<file path="src/rtl/assert_macros.svh">
// Assertion helpers shared by paq_axis and pad_input_axis_qualifier.
`ifndef ASSERT_MACROS_SVH
`define ASSERT_MACROS_SVH

`ifndef ASSERT_OFF
`define PAQ_ASSERT_IMP(lbl, clk, rstn, ante, cons) \
  lbl: assert property (@(posedge clk) disable iff (!rstn) (ante) |-> (cons)) \
    else $error("assertion failed");
`define PAQ_ASSERT_NXT(lbl, clk, rstn, ante, cons) \
  lbl: assert property (@(posedge clk) disable iff (!rstn) (ante) |=> (cons)) \
    else $error("assertion failed");
`else
`define PAQ_ASSERT_IMP(lbl, clk, rstn, ante, cons)
`define PAQ_ASSERT_NXT(lbl, clk, rstn, ante, cons)
`endif

`endif

</file>
<file path="src/rtl/paq_pkg.sv">
package paq_pkg;

  localparam int CONFIRM_COUNT_DEF = 2;

  localparam int IN_DATA_W  = 56;
  localparam int OUT_DATA_W = 16;
  localparam int CFG_ADDR_W = 5;
  localparam int CFG_DATA_W = 32;

  localparam logic [14:0] CENTER_LIMIT_RST  = 15'd8000;
  localparam logic [14:0] PRESS_LIMIT_RST   = 15'd24000;
  localparam logic [14:0] RELEASE_LIMIT_RST = 15'd18000;

  // Direction codes, two's complement
  localparam logic signed [1:0] DIR_NEG  = 2'sb11;
  localparam logic signed [1:0] DIR_NONE = 2'sb00;
  localparam logic signed [1:0] DIR_POS  = 2'sb01;

  // Pad button numbers used by the mask
  localparam logic [3:0] BTN_A      = 4'd0;
  localparam logic [3:0] BTN_B      = 4'd1;
  localparam logic [3:0] BTN_L      = 4'd4;
  localparam logic [3:0] BTN_R      = 4'd5;
  localparam logic [3:0] BTN_SELECT = 4'd6;
  localparam logic [3:0] BTN_START  = 4'd7;

  typedef enum logic [2:0] {
    REG_PAD_PRESENT   = 3'd0,
    REG_AXIS_ENABLE   = 3'd1,
    REG_AXIS_COUNT    = 3'd2,
    REG_BUTTON_COUNT  = 3'd3,
    REG_HAT_PRESENT   = 3'd4,
    REG_CENTER_LIMIT  = 3'd5,
    REG_PRESS_LIMIT   = 3'd6,
    REG_RELEASE_LIMIT = 3'd7
  } paq_reg_t;

  typedef struct packed {
    logic        pad_present;
    logic        axis_enable;
    logic [1:0]  axis_count;
    logic [3:0]  button_count;
    logic        hat_present;
    logic [14:0] center_limit;
    logic [14:0] press_limit;
    logic [14:0] release_limit;
  } paq_cfg_t;

endpackage

</file>
<file path="src/rtl/paq_cfg.sv">
module paq_cfg (
  input  logic                            clk,
  input  logic                            rst_n,
  input  logic                            psel,
  input  logic                            penable,
  input  logic                            pwrite,
  input  logic [paq_pkg::CFG_ADDR_W-1:0]  paddr,
  input  logic [paq_pkg::CFG_DATA_W-1:0]  pwdata,
  output logic [paq_pkg::CFG_DATA_W-1:0]  prdata,
  output logic                            pready,
  output paq_pkg::paq_cfg_t               cfg_o
);

  paq_pkg::paq_cfg_t cfg_r, cfg_nxt;
  paq_pkg::paq_reg_t idx;
  logic              wr_en;

  assign pready = 1'b1;
  assign idx    = paq_pkg::paq_reg_t'(paddr[4:2]);
  assign wr_en  = psel & penable & pwrite & pready;

  always_comb begin
    cfg_nxt = cfg_r;
    if (wr_en) begin
      case (idx)
        paq_pkg::REG_PAD_PRESENT:   cfg_nxt.pad_present   = pwdata[0];
        paq_pkg::REG_AXIS_ENABLE:   cfg_nxt.axis_enable   = pwdata[0];
        paq_pkg::REG_AXIS_COUNT:    cfg_nxt.axis_count    = pwdata[1:0];
        paq_pkg::REG_BUTTON_COUNT:  cfg_nxt.button_count  = pwdata[3:0];
        paq_pkg::REG_HAT_PRESENT:   cfg_nxt.hat_present   = pwdata[0];
        paq_pkg::REG_CENTER_LIMIT:  cfg_nxt.center_limit  = pwdata[14:0];
        paq_pkg::REG_PRESS_LIMIT:   cfg_nxt.press_limit   = pwdata[14:0];
        paq_pkg::REG_RELEASE_LIMIT: cfg_nxt.release_limit = pwdata[14:0];
        default: ;
      endcase
    end
  end

  always_comb begin
    case (idx)
      paq_pkg::REG_PAD_PRESENT:   prdata = {31'd0, cfg_r.pad_present};
      paq_pkg::REG_AXIS_ENABLE:   prdata = {31'd0, cfg_r.axis_enable};
      paq_pkg::REG_AXIS_COUNT:    prdata = {30'd0, cfg_r.axis_count};
      paq_pkg::REG_BUTTON_COUNT:  prdata = {28'd0, cfg_r.button_count};
      paq_pkg::REG_HAT_PRESENT:   prdata = {31'd0, cfg_r.hat_present};
      paq_pkg::REG_CENTER_LIMIT:  prdata = {17'd0, cfg_r.center_limit};
      paq_pkg::REG_PRESS_LIMIT:   prdata = {17'd0, cfg_r.press_limit};
      paq_pkg::REG_RELEASE_LIMIT: prdata = {17'd0, cfg_r.release_limit};
      default:                    prdata = '0;
    endcase
  end

  always_ff @(posedge clk) begin
    if (!rst_n) begin
      cfg_r <= '{pad_present:   1'b0,
                 axis_enable:   1'b0,
                 axis_count:    2'd0,
                 button_count:  4'd0,
                 hat_present:   1'b0,
                 center_limit:  paq_pkg::CENTER_LIMIT_RST,
                 press_limit:   paq_pkg::PRESS_LIMIT_RST,
                 release_limit: paq_pkg::RELEASE_LIMIT_RST};
    end else begin
      cfg_r <= cfg_nxt;
    end
  end

  assign cfg_o = cfg_r;

endmodule

</file>
<file path="src/rtl/paq_axis.sv">
`include "assert_macros.svh"

module paq_axis #(
  parameter int CONFIRM_COUNT = paq_pkg::CONFIRM_COUNT_DEF
) (
  input  logic                    clk,
  input  logic                    rst_n,
  input  logic                    step_i,
  input  logic signed [15:0]      raw_i,
  input  logic [14:0]             center_limit_i,
  input  logic [14:0]             press_limit_i,
  input  logic [14:0]             release_limit_i,
  output logic signed [1:0]       dir_o
);

  localparam logic [1:0] CONFIRM_W = 2'(CONFIRM_COUNT);

  logic               armed_r, armed_nxt;
  logic signed [1:0]  held_r, held_nxt;
  logic signed [1:0]  cand_r, cand_nxt;
  logic [1:0]         cnt_r, cnt_nxt;

  logic signed [16:0] raw_ext, ctr, prs, rel;
  logic               in_band;
  logic signed [1:0]  prop;
  logic [1:0]         cnt_inc;

  assign raw_ext = {raw_i[15], raw_i};
  assign ctr     = $signed({2'b00, center_limit_i});
  assign prs     = $signed({2'b00, press_limit_i});
  assign rel     = $signed({2'b00, release_limit_i});
  assign in_band = (raw_ext > -ctr) && (raw_ext < ctr);

  // Proposed direction with press/release hysteresis
  always_comb begin
    prop = paq_pkg::DIR_NONE;
    if (held_r == paq_pkg::DIR_NEG) begin
      prop = (raw_ext < -rel) ? paq_pkg::DIR_NEG : paq_pkg::DIR_NONE;
    end else if (held_r == paq_pkg::DIR_POS) begin
      prop = (raw_ext > rel) ? paq_pkg::DIR_POS : paq_pkg::DIR_NONE;
    end else if (raw_ext < -prs) begin
      prop = paq_pkg::DIR_NEG;
    end else if (raw_ext > prs) begin
      prop = paq_pkg::DIR_POS;
    end
  end

  assign cnt_inc = (cnt_r == 2'd3) ? cnt_r : cnt_r + 2'd1;

  always_comb begin
    armed_nxt = armed_r;
    held_nxt  = held_r;
    cand_nxt  = cand_r;
    cnt_nxt   = cnt_r;
    if (!armed_r && !in_band) begin
      // drop everything until the stick has been centred once
      held_nxt = paq_pkg::DIR_NONE;
      cand_nxt = paq_pkg::DIR_NONE;
      cnt_nxt  = 2'd0;
    end else begin
      armed_nxt = 1'b1;
      if (prop != held_r) begin
        if (prop == cand_r) begin
          cnt_nxt = cnt_inc;
        end else begin
          cand_nxt = prop;
          cnt_nxt  = 2'd1;
        end
        if (cnt_nxt >= CONFIRM_W) begin
          held_nxt = prop;
          cnt_nxt  = 2'd0;
        end
      end else begin
        cand_nxt = prop;
        cnt_nxt  = 2'd0;
      end
    end
  end

  assign dir_o = held_nxt;

  always_ff @(posedge clk) begin
    if (!rst_n) begin
      armed_r <= 1'b0;
      held_r  <= paq_pkg::DIR_NONE;
      cand_r  <= paq_pkg::DIR_NONE;
      cnt_r   <= 2'd0;
    end else if (step_i) begin
      armed_r <= armed_nxt;
      held_r  <= held_nxt;
      cand_r  <= cand_nxt;
      cnt_r   <= cnt_nxt;
    end
  end

  `PAQ_ASSERT_IMP(a_unarmed_idle, clk, rst_n, !armed_r,
                  held_r == paq_pkg::DIR_NONE && cand_r == paq_pkg::DIR_NONE && cnt_r == 2'd0)
  `PAQ_ASSERT_IMP(a_cnt_below_confirm, clk, rst_n, 1'b1, cnt_r < CONFIRM_W)
  `PAQ_ASSERT_NXT(a_change_clears_cnt, clk, rst_n, step_i && held_nxt != held_r,
                  cnt_r == 2'd0)
  `PAQ_ASSERT_IMP(a_held_legal, clk, rst_n, 1'b1, held_r != 2'sb10)

endmodule

</file>
<file path="src/rtl/pad_input_axis_qualifier.sv">
// Pad input qualifier: each input transaction is one poll sample (keyboard
// keys, hat bits, pad buttons and two signed axis samples) and yields one
// result transaction holding the 10-bit button mask and the qualified axis
// directions. An axis counts only after it has once been seen inside the
// centre band; it then uses press/release hysteresis and takes a new
// direction only after CONFIRM_COUNT equal successive proposals. The block
// takes one transaction per clock cycle while the receiver keeps up; the
// axis state advances as a sample passes from input to result register.
// The user, not the block, must write configuration over the APB-style
// port at byte address 4*index only while no transaction is in flight.
`include "assert_macros.svh"

module pad_input_axis_qualifier #(
  parameter int CONFIRM_COUNT = paq_pkg::CONFIRM_COUNT_DEF
) (
  input  logic                            clk,
  input  logic                            rst_n,
  // tdata: key_states[10:0], hat_bits[14:11], pad_buttons[22:15],
  //        axis_x[38:23], axis_y[54:39], zero [55]
  input  logic                            in_tvalid,
  output logic                            in_tready,
  input  logic [paq_pkg::IN_DATA_W-1:0]   in_tdata,
  // tdata: button_mask[9:0], dir_x[11:10], dir_y[13:12], zero [15:14]
  output logic                            out_tvalid,
  input  logic                            out_tready,
  output logic [paq_pkg::OUT_DATA_W-1:0]  out_tdata,
  input  logic                            cfg_psel,
  input  logic                            cfg_penable,
  input  logic                            cfg_pwrite,
  input  logic [paq_pkg::CFG_ADDR_W-1:0]  cfg_paddr,
  input  logic [paq_pkg::CFG_DATA_W-1:0]  cfg_pwdata,
  output logic [paq_pkg::CFG_DATA_W-1:0]  cfg_prdata,
  output logic                            cfg_pready
);

  paq_pkg::paq_cfg_t cfg;

  logic                           s1_valid_r, s1_valid_nxt;
  logic [paq_pkg::IN_DATA_W-1:0]  s1_data_r;
  logic                           out_valid_r, out_valid_nxt;
  logic [paq_pkg::OUT_DATA_W-1:0] out_data_r, out_data_nxt;
  logic                           advance;

  logic [10:0]        keys;
  logic [3:0]         hat;
  logic [7:0]         btn;
  logic signed [15:0] raw_x, raw_y;
  logic               axes_on, eval_x, eval_y;
  logic signed [1:0]  qdir_x, qdir_y, dx, dy;
  logic [9:0]         mask;

  paq_cfg u_cfg (
    .clk     (clk),
    .rst_n   (rst_n),
    .psel    (cfg_psel),
    .penable (cfg_penable),
    .pwrite  (cfg_pwrite),
    .paddr   (cfg_paddr),
    .pwdata  (cfg_pwdata),
    .prdata  (cfg_prdata),
    .pready  (cfg_pready),
    .cfg_o   (cfg)
  );

  // Advance the held sample whenever the result register is free or drains
  assign advance   = s1_valid_r && (!out_valid_r || out_tready);
  assign in_tready = !s1_valid_r || advance;

  assign keys  = s1_data_r[10:0];
  assign hat   = s1_data_r[14:11];
  assign btn   = s1_data_r[22:15];
  assign raw_x = s1_data_r[38:23];
  assign raw_y = s1_data_r[54:39];

  // An axis is evaluated only with a pad, axis mapping and enough axes
  assign axes_on = cfg.pad_present && cfg.axis_enable;
  assign eval_x  = axes_on && (cfg.axis_count > 2'd0);
  assign eval_y  = axes_on && (cfg.axis_count > 2'd1);

  paq_axis #(.CONFIRM_COUNT(CONFIRM_COUNT)) u_axis_x (
    .clk             (clk),
    .rst_n           (rst_n),
    .step_i          (advance && eval_x),
    .raw_i           (raw_x),
    .center_limit_i  (cfg.center_limit),
    .press_limit_i   (cfg.press_limit),
    .release_limit_i (cfg.release_limit),
    .dir_o           (qdir_x)
  );

  paq_axis #(.CONFIRM_COUNT(CONFIRM_COUNT)) u_axis_y (
    .clk             (clk),
    .rst_n           (rst_n),
    .step_i          (advance && eval_y),
    .raw_i           (raw_y),
    .center_limit_i  (cfg.center_limit),
    .press_limit_i   (cfg.press_limit),
    .release_limit_i (cfg.release_limit),
    .dir_o           (qdir_y)
  );

  assign dx = eval_x ? qdir_x : paq_pkg::DIR_NONE;
  assign dy = eval_y ? qdir_y : paq_pkg::DIR_NONE;

  // Merge keyboard, hat, axes and pad buttons into the mask
  always_comb begin
    mask    = keys[9:0] & 10'h0FF;
    mask[8] = keys[8];
    mask[9] = keys[9] | keys[10];
    if (cfg.pad_present) begin
      if (cfg.hat_present) begin
        mask[3:0] = mask[3:0] | hat;
      end
      if (cfg.axis_enable) begin
        mask[0] = mask[0] | (dx == paq_pkg::DIR_NEG);
        mask[1] = mask[1] | (dx == paq_pkg::DIR_POS);
        mask[2] = mask[2] | (dy == paq_pkg::DIR_NEG);
        mask[3] = mask[3] | (dy == paq_pkg::DIR_POS);
      end
      // a pad button numbered at or above the configured count reads as released
      mask[4] = mask[4] | (btn[0] && cfg.button_count > paq_pkg::BTN_A);
      mask[5] = mask[5] | (btn[1] && cfg.button_count > paq_pkg::BTN_B);
      mask[6] = mask[6] | (btn[4] && cfg.button_count > paq_pkg::BTN_L);
      mask[7] = mask[7] | (btn[5] && cfg.button_count > paq_pkg::BTN_R);
      mask[8] = mask[8] | (btn[7] && cfg.button_count > paq_pkg::BTN_START);
      mask[9] = mask[9] | (btn[6] && cfg.button_count > paq_pkg::BTN_SELECT);
    end
  end

  always_comb begin
    out_data_nxt = out_data_r;
    if (advance) begin
      out_data_nxt = {2'b00, dy, dx, mask};
    end
  end

  always_comb begin
    s1_valid_nxt = s1_valid_r;
    if (in_tvalid && in_tready) begin
      s1_valid_nxt = 1'b1;
    end else if (advance) begin
      s1_valid_nxt = 1'b0;
    end
    out_valid_nxt = out_valid_r;
    if (advance) begin
      out_valid_nxt = 1'b1;
    end else if (out_tready) begin
      out_valid_nxt = 1'b0;
    end
  end

  always_ff @(posedge clk) begin
    if (!rst_n) begin
      s1_valid_r  <= 1'b0;
      out_valid_r <= 1'b0;
    end else begin
      s1_valid_r  <= s1_valid_nxt;
      out_valid_r <= out_valid_nxt;
    end
  end

  // Payload registers: hold sample and result, no reset needed
  always_ff @(posedge clk) begin
    if (in_tvalid && in_tready) begin
      s1_data_r <= in_tdata;
    end
    out_data_r <= out_data_nxt;
  end

  assign out_tvalid = out_valid_r;
  assign out_tdata  = out_data_r;

  `PAQ_ASSERT_IMP(a_adv_needs_room, clk, rst_n, advance, !out_valid_r || out_tready)
  `PAQ_ASSERT_IMP(a_dir_only_when_eval, clk, rst_n, !eval_x, dx == paq_pkg::DIR_NONE)
  `PAQ_ASSERT_NXT(a_adv_gives_result, clk, rst_n, advance, out_valid_r)

endmodule

</file>
<file path="config.mk">
export PLATFORM = sky130hd
export DESIGN_NAME = pad_input_axis_qualifier
export DESIGN_NICKNAME = d
export VERILOG_FILES = /design/src/rtl/paq_pkg.sv /design/src/rtl/paq_cfg.sv /design/src/rtl/paq_axis.sv /design/src/rtl/pad_input_axis_qualifier.sv
export VERILOG_INCLUDE_DIRS = /design/src /design/src/rtl
export SDC_FILE = /design/constraint.sdc
export NUM_CORES = 1
export LEC_CHECK = 0
export ABC_AREA = 1
export BUFFER_PORTS_ARGS = -buffer_cell sky130_fd_sc_hd__buf_2
export CORE_AREA = 2 2 163 165
export DETAILED_ROUTE_END_ITERATION = 16
export DIE_AREA = 0 0 165 167
export REMOVE_ABC_BUFFERS = 1
export SETUP_SLACK_MARGIN = 0.05
export SYNTH_ARGS = -nofsm -noshare
export SYNTH_HDL_FRONTEND = slang
export SYNTH_SLANG_ARGS = --single-unit
</file>
<file path="constraint.sdc">
create_clock -name clk -period 3.54 [get_ports clk]
set_input_delay 1.062 -clock clk [delete_from_list [all_inputs] [get_ports clk]]
set_output_delay 1.062 -clock clk [all_outputs]
set_load 0.005 [all_outputs]
</file>
==> results of run 1 <==
-- sequential cells by signal, indices dropped and copies added (netlist names) --
name / count
s1_data_r: 53
u_axis_x.held_r: 2
u_axis_y.armed_r: 1
u_axis_x.cnt_r: 2
s1_valid_r: 1
u_axis_x.cand_r: 2
out_tvalid: 1
u_axis_y.held_r: 2
u_axis_y.cand_r: 2
u_axis_y.cnt_r: 2
u_cfg.cfg_o: 54
u_axis_x.armed_r: 1
out_tdata: 14
-- cell families after synthesis --
| group | count (synthesis) | share of synthesized area |
|---|---|---|
| buffers and inverters | 212 | 0.08202 |
| flip-flops | 137 | 0.3201 |
| AO/OA/AOI/OAI | 303 | 0.1604 |
| XOR/XNOR | 37 | 0.03039 |
| AND/OR/NAND/NOR | 436 | 0.1893 |
| other | 2 | 0.0007043 |
| adder cells (fa/ha/maj) | 185 | 0.2171 |
-- final cells by class --
type	count	area [µm²]
Clock buffer	17	425.4
Clock inverter	15	193.9
Tap cell	335	419.2
Timing Repair Buffer	274	1826
Multi-Input combinational cell	981	7079
Fill cell	2381	11740
Sequential cell	137	3421
Inverter	174	655.6
-- cells in the mapped netlist (2+ instances only) --
library cell  instances  area, µm²
a211oi_1              5      37.54
a21o_1                3      22.52
a21oi_1             147      735.7
a221oi_1              2      17.52
a22oi_1               4      30.03
a31o_2                4      35.03
buf_4                21      157.7
clkbuf_1             16      60.06
conb_1                2      7.510
dfxtp_1              70       1401
edfxtp_1             67       2012
ha_1                185       2315
inv_1               171      641.9
inv_2                 3      11.26
nand2_1             190      713.2
nand2_2              16      100.1
nand2_4               2      22.52
nand3_1              64      320.3
nand3_2               9      90.09
nand4_1              34      212.7
nor2_1               72      270.3
nor2_2                4      25.02
nor3_1               34      170.2
nor4_1                4      25.02
o211ai_1              7      52.55
o21a_1                6      45.04
o21ai_0              89      445.4
o21ai_1               3      15.01
o21bai_1              6      45.04
o221ai_1             15      131.4
o22ai_1               2      12.51
o311ai_0              2      17.52
o31ai_1               3      22.52
or2_2                 2      12.51
xor2_1               36      315.3
-- power breakdown --
group | internal [W] | switching (W) | leakage, nW
Clock | 0.000963 | 0.000911 | 0.299
Sequential | 0.00172 | 0.0000729 | 1.22
Combinational | 0.000310 | 0.000414 | 4.99
Total | 0.00299 | 0.00140 | 6.50
-- worst max-delay path: cells and delay by family, from the launching register on --
| family | cells | cell delay (ns) |
|---|---|---|
| adder cells (fa/ha/maj) | 2 | 0.45 |
| buffers and inverters | 4 | 0.45 |
| XOR/XNOR | 1 | 0.20 |
| flip-flops | 1 | 0.34 |
| AND/OR/NAND/NOR | 23 | 2.27 |
-- how the worst max path moves through the flow --
stage / from / to / slack, ns / depth (start not counted)
finish: u_cfg.cfg_o[0] / out_tdata[3] / -0.43 / 30
global route: u_cfg.cfg_o[1] / out_tdata[3] / -0.71 / 31
CTS: u_cfg.cfg_o[1] / out_tdata[1] / -0.38 / 31
detailed placement: u_cfg.cfg_o[30] / out_tdata[1] / -0.61 / 26
global placement: u_cfg.cfg_o[0] / out_tdata[1] / -0.54 / 31
floorplan: u_cfg.cfg_o[1] / out_tdata[1] / -0.10 / 30
-- metrics by stage --
step | area, µm² | setup WS (ns) | total power [W]
2_1_floorplan | 10510 | -0.1032 | 0.002172
3_3_place_gp | 12510 | -0.5413 | 0.002463
3_5_place_dp | 12510 | -0.6114 | 0.002478
4_1_cts | 13630 | -0.3841 | 0.004388
5_1_grt | 14020 | -0.7086 | 0.004597
6_report | 14020 | -0.4342 | 0.004390
-- routing by layer --
layer  up-vias  part of all wire  GRT usage
met5         -                 0          0
met4         0             0.020    0.07032
met3        41             0.052    0.04259
met2       255              0.48     0.4281
met1      4799              0.45     0.3266
li1       5111                 -          -
-- repair_timing --
action	CTS	global route
setup endpoints to repair	32	22
resized for setup	99	58
pin swaps	57	49
buffers inserted	16	14
==> reports/qor.csv, run 1 <==
metric;value;unit
max_freq;251.6;MHz
drive_gt1_frac;0.2879;
die_y;167;µm
period_share;1.123;
cpMostUsedCell;nand2_1;
rr_endpoint;out_tdata[3];
numCtsBuffers;17;
slew_headroom;0.5132;
grt_pass1_vias;9932;
syn-cell-area;10660;µm²
min_to;u_axis_x.cnt_r[1];
endpoint_kind;register;
ant_nets;0;
slew_violations;0;
drt-total-wl;34420;µm
dp_hpwl;25690;µm
tns;-5.709;ns
die-area;27560;µm²
viasPerCell;5.280;
power_density;313.2;nW/µm²
utilization;0.5442;
synthFlopType;dfxtp_1;
drtIter0Drc;633;
fin_skew;0.01805;ns
setup-violations-final;18;
synth_cells;1312;
path_clk_slew;0.07;ns
status;finished, violations left;
synth_seq_area_share;0.3201;
ff2ff_setup_slack;-0.43;ns
syn_avg_cell_area;8.127;µm²
async_flop_share;0;
timing.hold.ws;0.4299;ns
final_common_cell;ha_1;
nets;1870;
fin_cells;1933;
cts_sinks;137;
io_pins;151;
clk_latency;0.45;ns
hold_class;reg -> reg;
vias;10210;
portBuffers;108;
tightestPinTransition;0.7294;ns
critical_path.max_stage_delay;0.34;ns
antenna_cells;0;
cts_tree;done;
dpl.cell_count;1872;
max-vdd-ir-drop;0.2399;mV
synth_edf_count;67;
ys_warn_count;0;
grt.total_usage;0.2516;
globalRouteOverflowTotal;0;
route.detailed.drc;0;
hold_path_depth;2;
p_leak;6.505;nW
gp_congestion;0.9208;
coreArea;25760;µm²
first_pass_iters;5;
root_buffer;clkbuf_16;
crit_type;reg -> reg;
clk_path_buf_depth;2;
drv_cap;0;
crit_slowest_cell;dfxtp_2;
ys_ff_latch;137;
final_hold_viol_count;0;
die_x;165;µm
wire_per_inst;17.81;µm
initial_core_util;0.4139;
min_from;u_axis_x.cnt_r[1];
finalCriticalPeriod;3.974;ns
syn_to_final_growth;31.48;%
rsz0062_at_grt;yes;
placementRows;59;
critical_path_arrival;4.17;ns
final_cell_mix;176 x ha_1, 174 x nand2_1, 158 x inv_1, 158 x buf_4, 137 x a21oi_1;
grt_pass1_wl;52630;µm
cp_max_fo;4;
grt_max_degree;40;
antenna_found_initial;0;
cts_max_level;4;
worst_slack;-0.4342;ns
rr_worst_depth;30;
reg2reg_from;u_cfg.cfg_o[0];
critPathLaunchType;register;
synth_cell_types;47;
violations;setup timing;
cp.required;3.74;ns
hold_buffers;0;
Power figures use the tool's default switching activity.
==> run 2: changes to the inputs <==
- TNS_END_PERCENT: unset -> 30
==> run 2 against run 1 <==
Sequential cell count is the same. Via count decreased by 0.79%. Global-route usage fell by 0.069 points. First-iteration DRC count is 4.1% higher. Combinational power down 2.9%. Register-to-register slack improved by 0.02 ns. Final area shrank 1.8%. Critical path type unchanged. Non-clock buffer count is 11 lower. Highest routed layer unchanged. The run still ends with setup timing left. Hold slack better by 0.0011 ns.
==> reports/qor.csv, run 2 (synthesis gave the netlist of run 1 again) <==
metric;value;unit;change
tightestPinTransition;0.7350;ns;+0.005601 ns
rr_endpoint;out_tdata[2];;
placementRows;59;;unchanged
grt_max_degree;40;;unchanged
reg2reg_from;u_cfg.cfg_o[0];;
p_leak;6.442;nW;-0.97%
gp_congestion;0.9208;;unchanged
cts_tree;done;;
rr_worst_depth;29;;-3.3%
critical_path_arrival;4.15;ns;-0.02 ns
die-area;27560;µm²;unchanged
violations;setup timing;;
crit_slowest_cell;dfxtp_2;;
worst_slack;-0.4100;ns;+0.02420 ns
numCtsBuffers;17;;unchanged
antenna_found_initial;0;;unchanged
min_from;u_axis_x.cnt_r[1];;
dpl.cell_count;1872;;unchanged
drv_cap;0;;unchanged
viasPerCell;5.268;;-0.23%
cp_max_fo;3;;-1
hold_class;reg -> reg;;
fin_skew;0.01830;ns;+0.0002491 ns
clk_latency;0.45;ns;about the same
clk_path_buf_depth;2;;unchanged
finalCriticalPeriod;3.950;ns;-0.02420 ns
hold_buffers;0;;unchanged
grt.total_usage;0.2509;;-0.0006910
die_y;167;µm;unchanged
final_common_cell;ha_1;;
status;finished, violations left;;
path_clk_slew;0.07;ns;about the same
critPathLaunchType;register;;
nets;1859;;-0.59%
crit_buf_inv;3;;-1
vias;10130;;-0.79%
min_to;u_axis_x.cnt_r[1];;
fin_cells;1922;;-0.57%
drive_gt1_frac;0.2716;;-0.01628
largest_reg_flops;54;;unchanged
grt_pass1_wl;52500;µm;-0.25%
ff2ff_setup_slack;-0.41;ns;+0.02 ns
cts_max_level;4;;unchanged
wire_per_inst;17.67;µm;-0.78%
cts_sinks;137;;unchanged
dp_hpwl;25690;µm;unchanged
initial_core_util;0.4139;;unchanged
num-fill-cells;2415;;+1.4%
endpoint_kind;register;;
cpMostUsedCell;nand2_1;;
final_cell_mix;181 x ha_1, 178 x nand2_1, 159 x inv_1;;
io_pins;151;;unchanged
period_share;1.116;;-0.006835
ant_nets;0;;unchanged
hold_path_depth;2;;unchanged
grt_pass1_vias;9890;;-0.42%
root_buffer;clkbuf_16;;
multi_input_area;6937;µm²;-2.0%
final_hold_viol_count;0;;unchanged
die_x;165;µm;unchanged
slew_headroom;0.5094;;-0.003738
path_delay_family;simple AND/OR/NAND/NOR gates;;
slew_violations;0;;unchanged
crit_type;reg -> reg;;
setup-violations-final;19;;+1
drt-total-wl;33960;µm;-1.3%
power_density;316.8;nW/µm²;+1.2%
drtIter0Drc;659;;+4.1%
coreArea;25760;µm²;unchanged
syn_to_final_growth;29.11;%;
max_freq;253.2;MHz;+0.61%
globalRouteOverflowTotal;0;;unchanged
rsz0062_at_grt;yes;;
cp.required;3.74;ns;about the same
dp_slack;-0.6114;ns;unchanged
ff_latch_area;3418;µm²;about the same
antenna_cells;0;;unchanged
route.detailed.drc;0;;unchanged
critical_path.max_stage_delay;0.34;ns;about the same
first_pass_iters;5;;unchanged
portBuffers;108;;unchanged
max-vdd-ir-drop;0.2385;mV;-0.61%
==> run 2: cell count changes in the layout (fill, tap and decap cells not counted), sizes merged <==
cell	delta
buf	-11
==> run 2: layer usage <==
layer | routed length [µm] | track usage | share of wire | up-vias
met5 | 0 | 0 | 0 | -
met4 | 807 | 0.07561 | 0.024 | 0
met1 | 15200 | 0.3253 | 0.45 | 4759
met3 | 1761 | 0.04334 | 0.052 | 46
li1 | - | - | - | 5082
met2 | 16190 | 0.4241 | 0.48 | 238
==> run 2: layout make-up <==
type,instances,share of cell area
clock inverter,15,0.01409
multi-input combinational,981,0.5039
inverter,174,0.04744
timing repair buffer,263,0.1250
tap,335,0.03045
sequential,137,0.2483
clock buffer,17,0.03090
==> run 2: worst register-to-register path, delay by kind of cell, from the launching register on <==
family	cells	cell delay, ns
DFF	1	0.34
and+or+nand+nor	22	2.30
AOI/OAI and AO/OA	1	0.08
adders and majority gates	2	0.44
xor gates and xnor gates	1	0.23
buffers and inverters	3	0.29
==> run 2: worst max-delay path by stage <==
stage                                from            to  slack (ns)  cells past startpoint
after global placement     u_cfg.cfg_o[0]  out_tdata[1]       -0.54                     31
final                      u_cfg.cfg_o[0]  out_tdata[2]       -0.41                     29
after detailed placement  u_cfg.cfg_o[30]  out_tdata[1]       -0.61                     26
after CTS                  u_cfg.cfg_o[1]  out_tdata[1]       -0.38                     31
after floorplan            u_cfg.cfg_o[1]  out_tdata[1]       -0.10                     30
after global routing       u_cfg.cfg_o[1]  out_tdata[3]       -0.76                     32
==> run 2: power by group <==
part | internal (W) | switching (W) | leakage (nW)
sequential | 0.00172 | 0.0000704 | 1.22
combinational | 0.000297 | 0.000406 | 4.93
clock | 0.000963 | 0.000906 | 0.299
total | 0.00298 | 0.00138 | 6.44
==> run 2: what timing repair did <==
item | 4_1_cts | 5_1_grt
resized for setup | 81 | 42
buffers inserted | 12 | 6
setup endpoints to repair | 32 | 22
pin swaps | 51 | 42
==> run 2: stage by stage <==
step | instance area (µm²) | utilization | TNS [ns] | hold WS [ns] | power (W)
2_1_floorplan | 10510 | - | -0.2684 | 0.4098 | 0.002172
3_3_place_gp | 12510 | 0.4857 | -8.026 | 0.4179 | 0.002463
3_5_place_dp | 12510 | 0.4857 | -9.855 | 0.4191 | 0.002478
4_1_cts | 13510 | 0.5245 | -4.822 | 0.4286 | 0.004379
5_1_grt | 13770 | 0.5344 | -11.56 | 0.4560 | 0.004574
6_report | 13770 | 0.5344 | -5.513 | 0.4309 | 0.004362
==> run 3: changes to the inputs <==
- ABC_AREA: 1 -> unset
- CORE_AREA: 2 2 163 165 -> 2 2 164 166
- DIE_AREA: 0 0 165 167 -> 0 0 166 168
==> run 3 against run 2 <==
The flow still finishes with violations (setup timing). Non-clock buffer count rose by 29. First-iteration DRC count rose by 26%. Setup slack got worse by 0.16 ns. Die area rose by 1.2%. Count of clock-buffer cells in the layout did not move. Clock power barely moved. Critical path depth fell by 8. Utilization fell by 0.24 points. Sequential cell count did not move. Maximum frequency fell by 3.8%. Power fell by 0.41%. Critical endpoint is now u_axis_x.held_r[1]. Highest routed layer unchanged.
==> reports/qor.csv, run 3 <==
metric;value;unit;change
worst_slack;-0.5671;ns;-0.1571 ns
cp.required;3.90;ns;+0.16 ns
numCtsBuffers;17;;unchanged
synth_most_common_cell;ha_1;;
die_y;168;µm;+0.60%
synth_edf_count;67;;unchanged
drt-total-wl;35700;µm;+5.1%
syn-cell-area;10850;µm²;+1.7%
finalCriticalPeriod;4.107;ns;+0.1571 ns
ys_warn_count;0;;unchanged
syn_avg_cell_area;8.861;µm²;+9.0%
hold_buffers;0;;unchanged
path_clk_slew;0.07;ns;about the same
synth_top_area_frac;0.2134;;-0.003656
cts_sinks;137;;unchanged
grt_pass1_wl;55720;µm;+6.1%
largest_reg_flops;54;;unchanged
slew_headroom;0.5683;;+0.05884
antenna_found_initial;0;;unchanged
final_hold_viol_count;0;;unchanged
synthFlopType;dfxtp_1;;
clk_path_buf_depth;2;;unchanged
tns;-8.796;ns;-3.282 ns
ys_ff_latch;137;;unchanged
clkPwrFrac;0.432;;+0.004
route.detailed.drc;0;;unchanged
wl_met1;15910;µm;+4.7%
drv_cap;0;;unchanged
wl_met3;2002;µm;+14%
grt_max_degree;37;;-7.5%
fin_skew;0.009886;ns;-0.008410 ns
maxUsedRoutingLayer;met4;;
violations;setup timing;;
synth_cells;1224;;-6.7%
switchingPower;0.001353;W;-2.1%
async_flop_share;0;;unchanged
cts_tree;done;;
hold_class;reg -> reg;;
p_comb_frac;0.164;;+0.003
drive_gt1_frac;0.2718;;about the same
gp_congestion;0.9156;;-0.56%
rsz0062_at_grt;yes;;
tightestPinTransition;0.6462;ns;-0.08884 ns
wire_per_inst;19.26;µm;+9.0%
clk_latency;0.44;ns;about the same
period_share;1.160;;+0.04437
p_sw_frac;0.3115;;-0.005286
portBuffers;108;;unchanged
dp_hpwl;27880;µm;+8.5%
coreArea;26350;µm²;+2.3%
synth.area.top_cells;ha_1 21%, edfxtp_1 19%, dfxtp_1 13%;;
power;0.004344;W;-0.41%
max-vdd-ir-drop;0.2448;mV;+2.6%
dp_slack;-1.036;ns;-0.4241 ns
cts_max_level;4;;unchanged
io_pins;151;;unchanged
syn_to_final_growth;29.25;%;
seq_power_share;0.404;;-0.006
grt.total_usage;0.2558;;+0.004905
wl_met2;16480;µm;+1.8%
crit_type;reg -> reg;;
critPathLaunchType;register;;
nets;1784;;-4.0%
die_x;166;µm;+0.61%
vias;10340;;+2.1%
die-area;27890;µm²;+1.2%
viasPerCell;5.579;;+5.9%
utilization;0.5320;;-0.002404
cp_max_fo;4;;+1
antenna_cells;0;;unchanged
critical_path_arrival;4.47;ns;+0.32 ns
synthTopCellsByCount;185 x ha_1, 148 x nand2_1, 84 x a21oi_1;;
placementRows;60;;+1.7%
max_freq;243.5;MHz;-3.8%
grt_pass1_vias;10120;;+2.3%
setup-violations-final;19;;unchanged
power.internal;0.002991;W;+0.36%
yosysTopAreaCell;ha_1;;
slew_violations;0;;unchanged
endpoint_kind;register;;
drtIter0Drc;829;;+26%
ant_nets;0;;unchanged
first_pass_iters;5;;unchanged
initial_core_util;0.4116;;-0.002284
globalRouteOverflowTotal;0;;unchanged
power_density;309.9;nW/µm²;-2.2%
p_leak;6.063;nW;-5.9%
synth_cell_types;79;;+68%
synth_seq_area_share;0.3147;;-0.005392
status;finished, violations left;;
timing.hold.ws;0.4645;ns;+0.03351 ns
root_buffer;clkbuf_16;;
final_cell_mix;181 x ha_1, 181 x buf_4, 146 x nand2_1;;
[run 3: cell types whose count changed in the layout (fill, tap and decap cells not counted), moves of 15 or more]
| cell | before | now |
|---|---|---|
| nand2_2 | 20 | 2 |
| xnor2_1 | 0 | 30 |
| a21o_1 | 3 | 19 |
| inv_1 | 159 | 71 |
| o211ai_1 | 7 | 28 |
| nor2b_1 | 0 | 17 |
| o21ai_0 | 82 | 56 |
| a31oi_1 | 1 | 16 |
| xor2_1 | 31 | 3 |
| nand2_1 | 178 | 146 |
| buf_4 | 153 | 181 |
| nand3_2 | 18 | 3 |
| a21oi_1 | 140 | 81 |
[run 3: worst paths after layout]
check,to,depth (start not counted),slack [ns],start
worst max-delay path,u_axis_x.held_r[1],21,-0.57,u_cfg.cfg_o[3]
worst min-delay path,u_axis_x.cnt_r[0],2,0.46,u_axis_x.cnt_r[0]
worst max register to register,u_axis_x.held_r[1],21,-0.57,u_cfg.cfg_o[3]
worst min register to register,u_axis_x.cnt_r[0],2,0.46,u_axis_x.cnt_r[0]
[run 3: final cells by class]
cell class | count | area (µm²)
fill | 2400 | 12330
multi-input combinational | 978 | 7332
sequential | 137 | 3416
timing repair buffer | 292 | 1942
tap | 341 | 426.7
clock buffer | 17 | 425.4
inverter | 73 | 274.0
clock inverter | 15 | 201.4
[run 3: cell families (layout without fill, tap and decap cells)]
kind of cell	count (synthesis)	in the layout	share of synthesized area
AND/OR/NAND/NOR	410	410	0.1832
adder cells (fa/ha/maj)	185	185	0.2134
XOR/XNOR	41	41	0.03634
flip-flops	137	137	0.3147
multiplexers	14	14	0.01431
AO/OA/AOI/OAI	308	308	0.1862
buffers and inverters	127	397	0.05111
other	2	20	0.0006925
[run 3: timing repair]
action                                  CTS  global route
buffers inserted                          5             5
pin swaps                                21            20
endpoints found under the setup margin   20            20
gates resized for setup                  46            36
hold endpoints to repair                  0             0
[run 3: routing by layer]
layer  vias up  track usage
li1       5053            -
met1      4863       0.3343
met2       344       0.4202
met3        77      0.04255
met4         0       0.1085
met5         -            0
[run 3: through the flow]
stage	instance area, µm²	std cells
3_5_place_dp	12930	1812
4_1_cts	13810	1848
5_1_grt	14020	1853
3_3_place_gp	12930	1812
6_report	14020	1853
2_1_floorplan	10630	1188
[run 3: critical path, stage by stage, from the launching register on]
cell and delay (ns):
dfxtp_2 0.33, nor3_4 0.19, nand3_2 0.10, or3_4 0.35
or3_4 0.42, nor3_4 0.14, nand2_2 0.11, o21ai_4 0.16
nand2b_4 0.08, ha_4 0.28, buf_4 0.11, o21ai_0 0.09
a21oi_1 0.23, buf_4 0.14, nand4b_1 0.14, a21o_1 0.21
o31a_4 0.14, buf_6 0.13, nor3_1 0.23, nand3b_1 0.11
a21o_1 0.18, a31oi_1 0.15
[run 3: power by group through the flow]
stage	sequential [W]	clock [W]	combinational, W
detailed placement	0.00179	0	0.000673
finish	0.00176	0.00188	0.000712
CTS	0.00175	0.00192	0.000693
global route	0.00176	0.00198	0.000784
floorplan	0.00179	0	0.000335
global placement	0.00179	0	0.000656
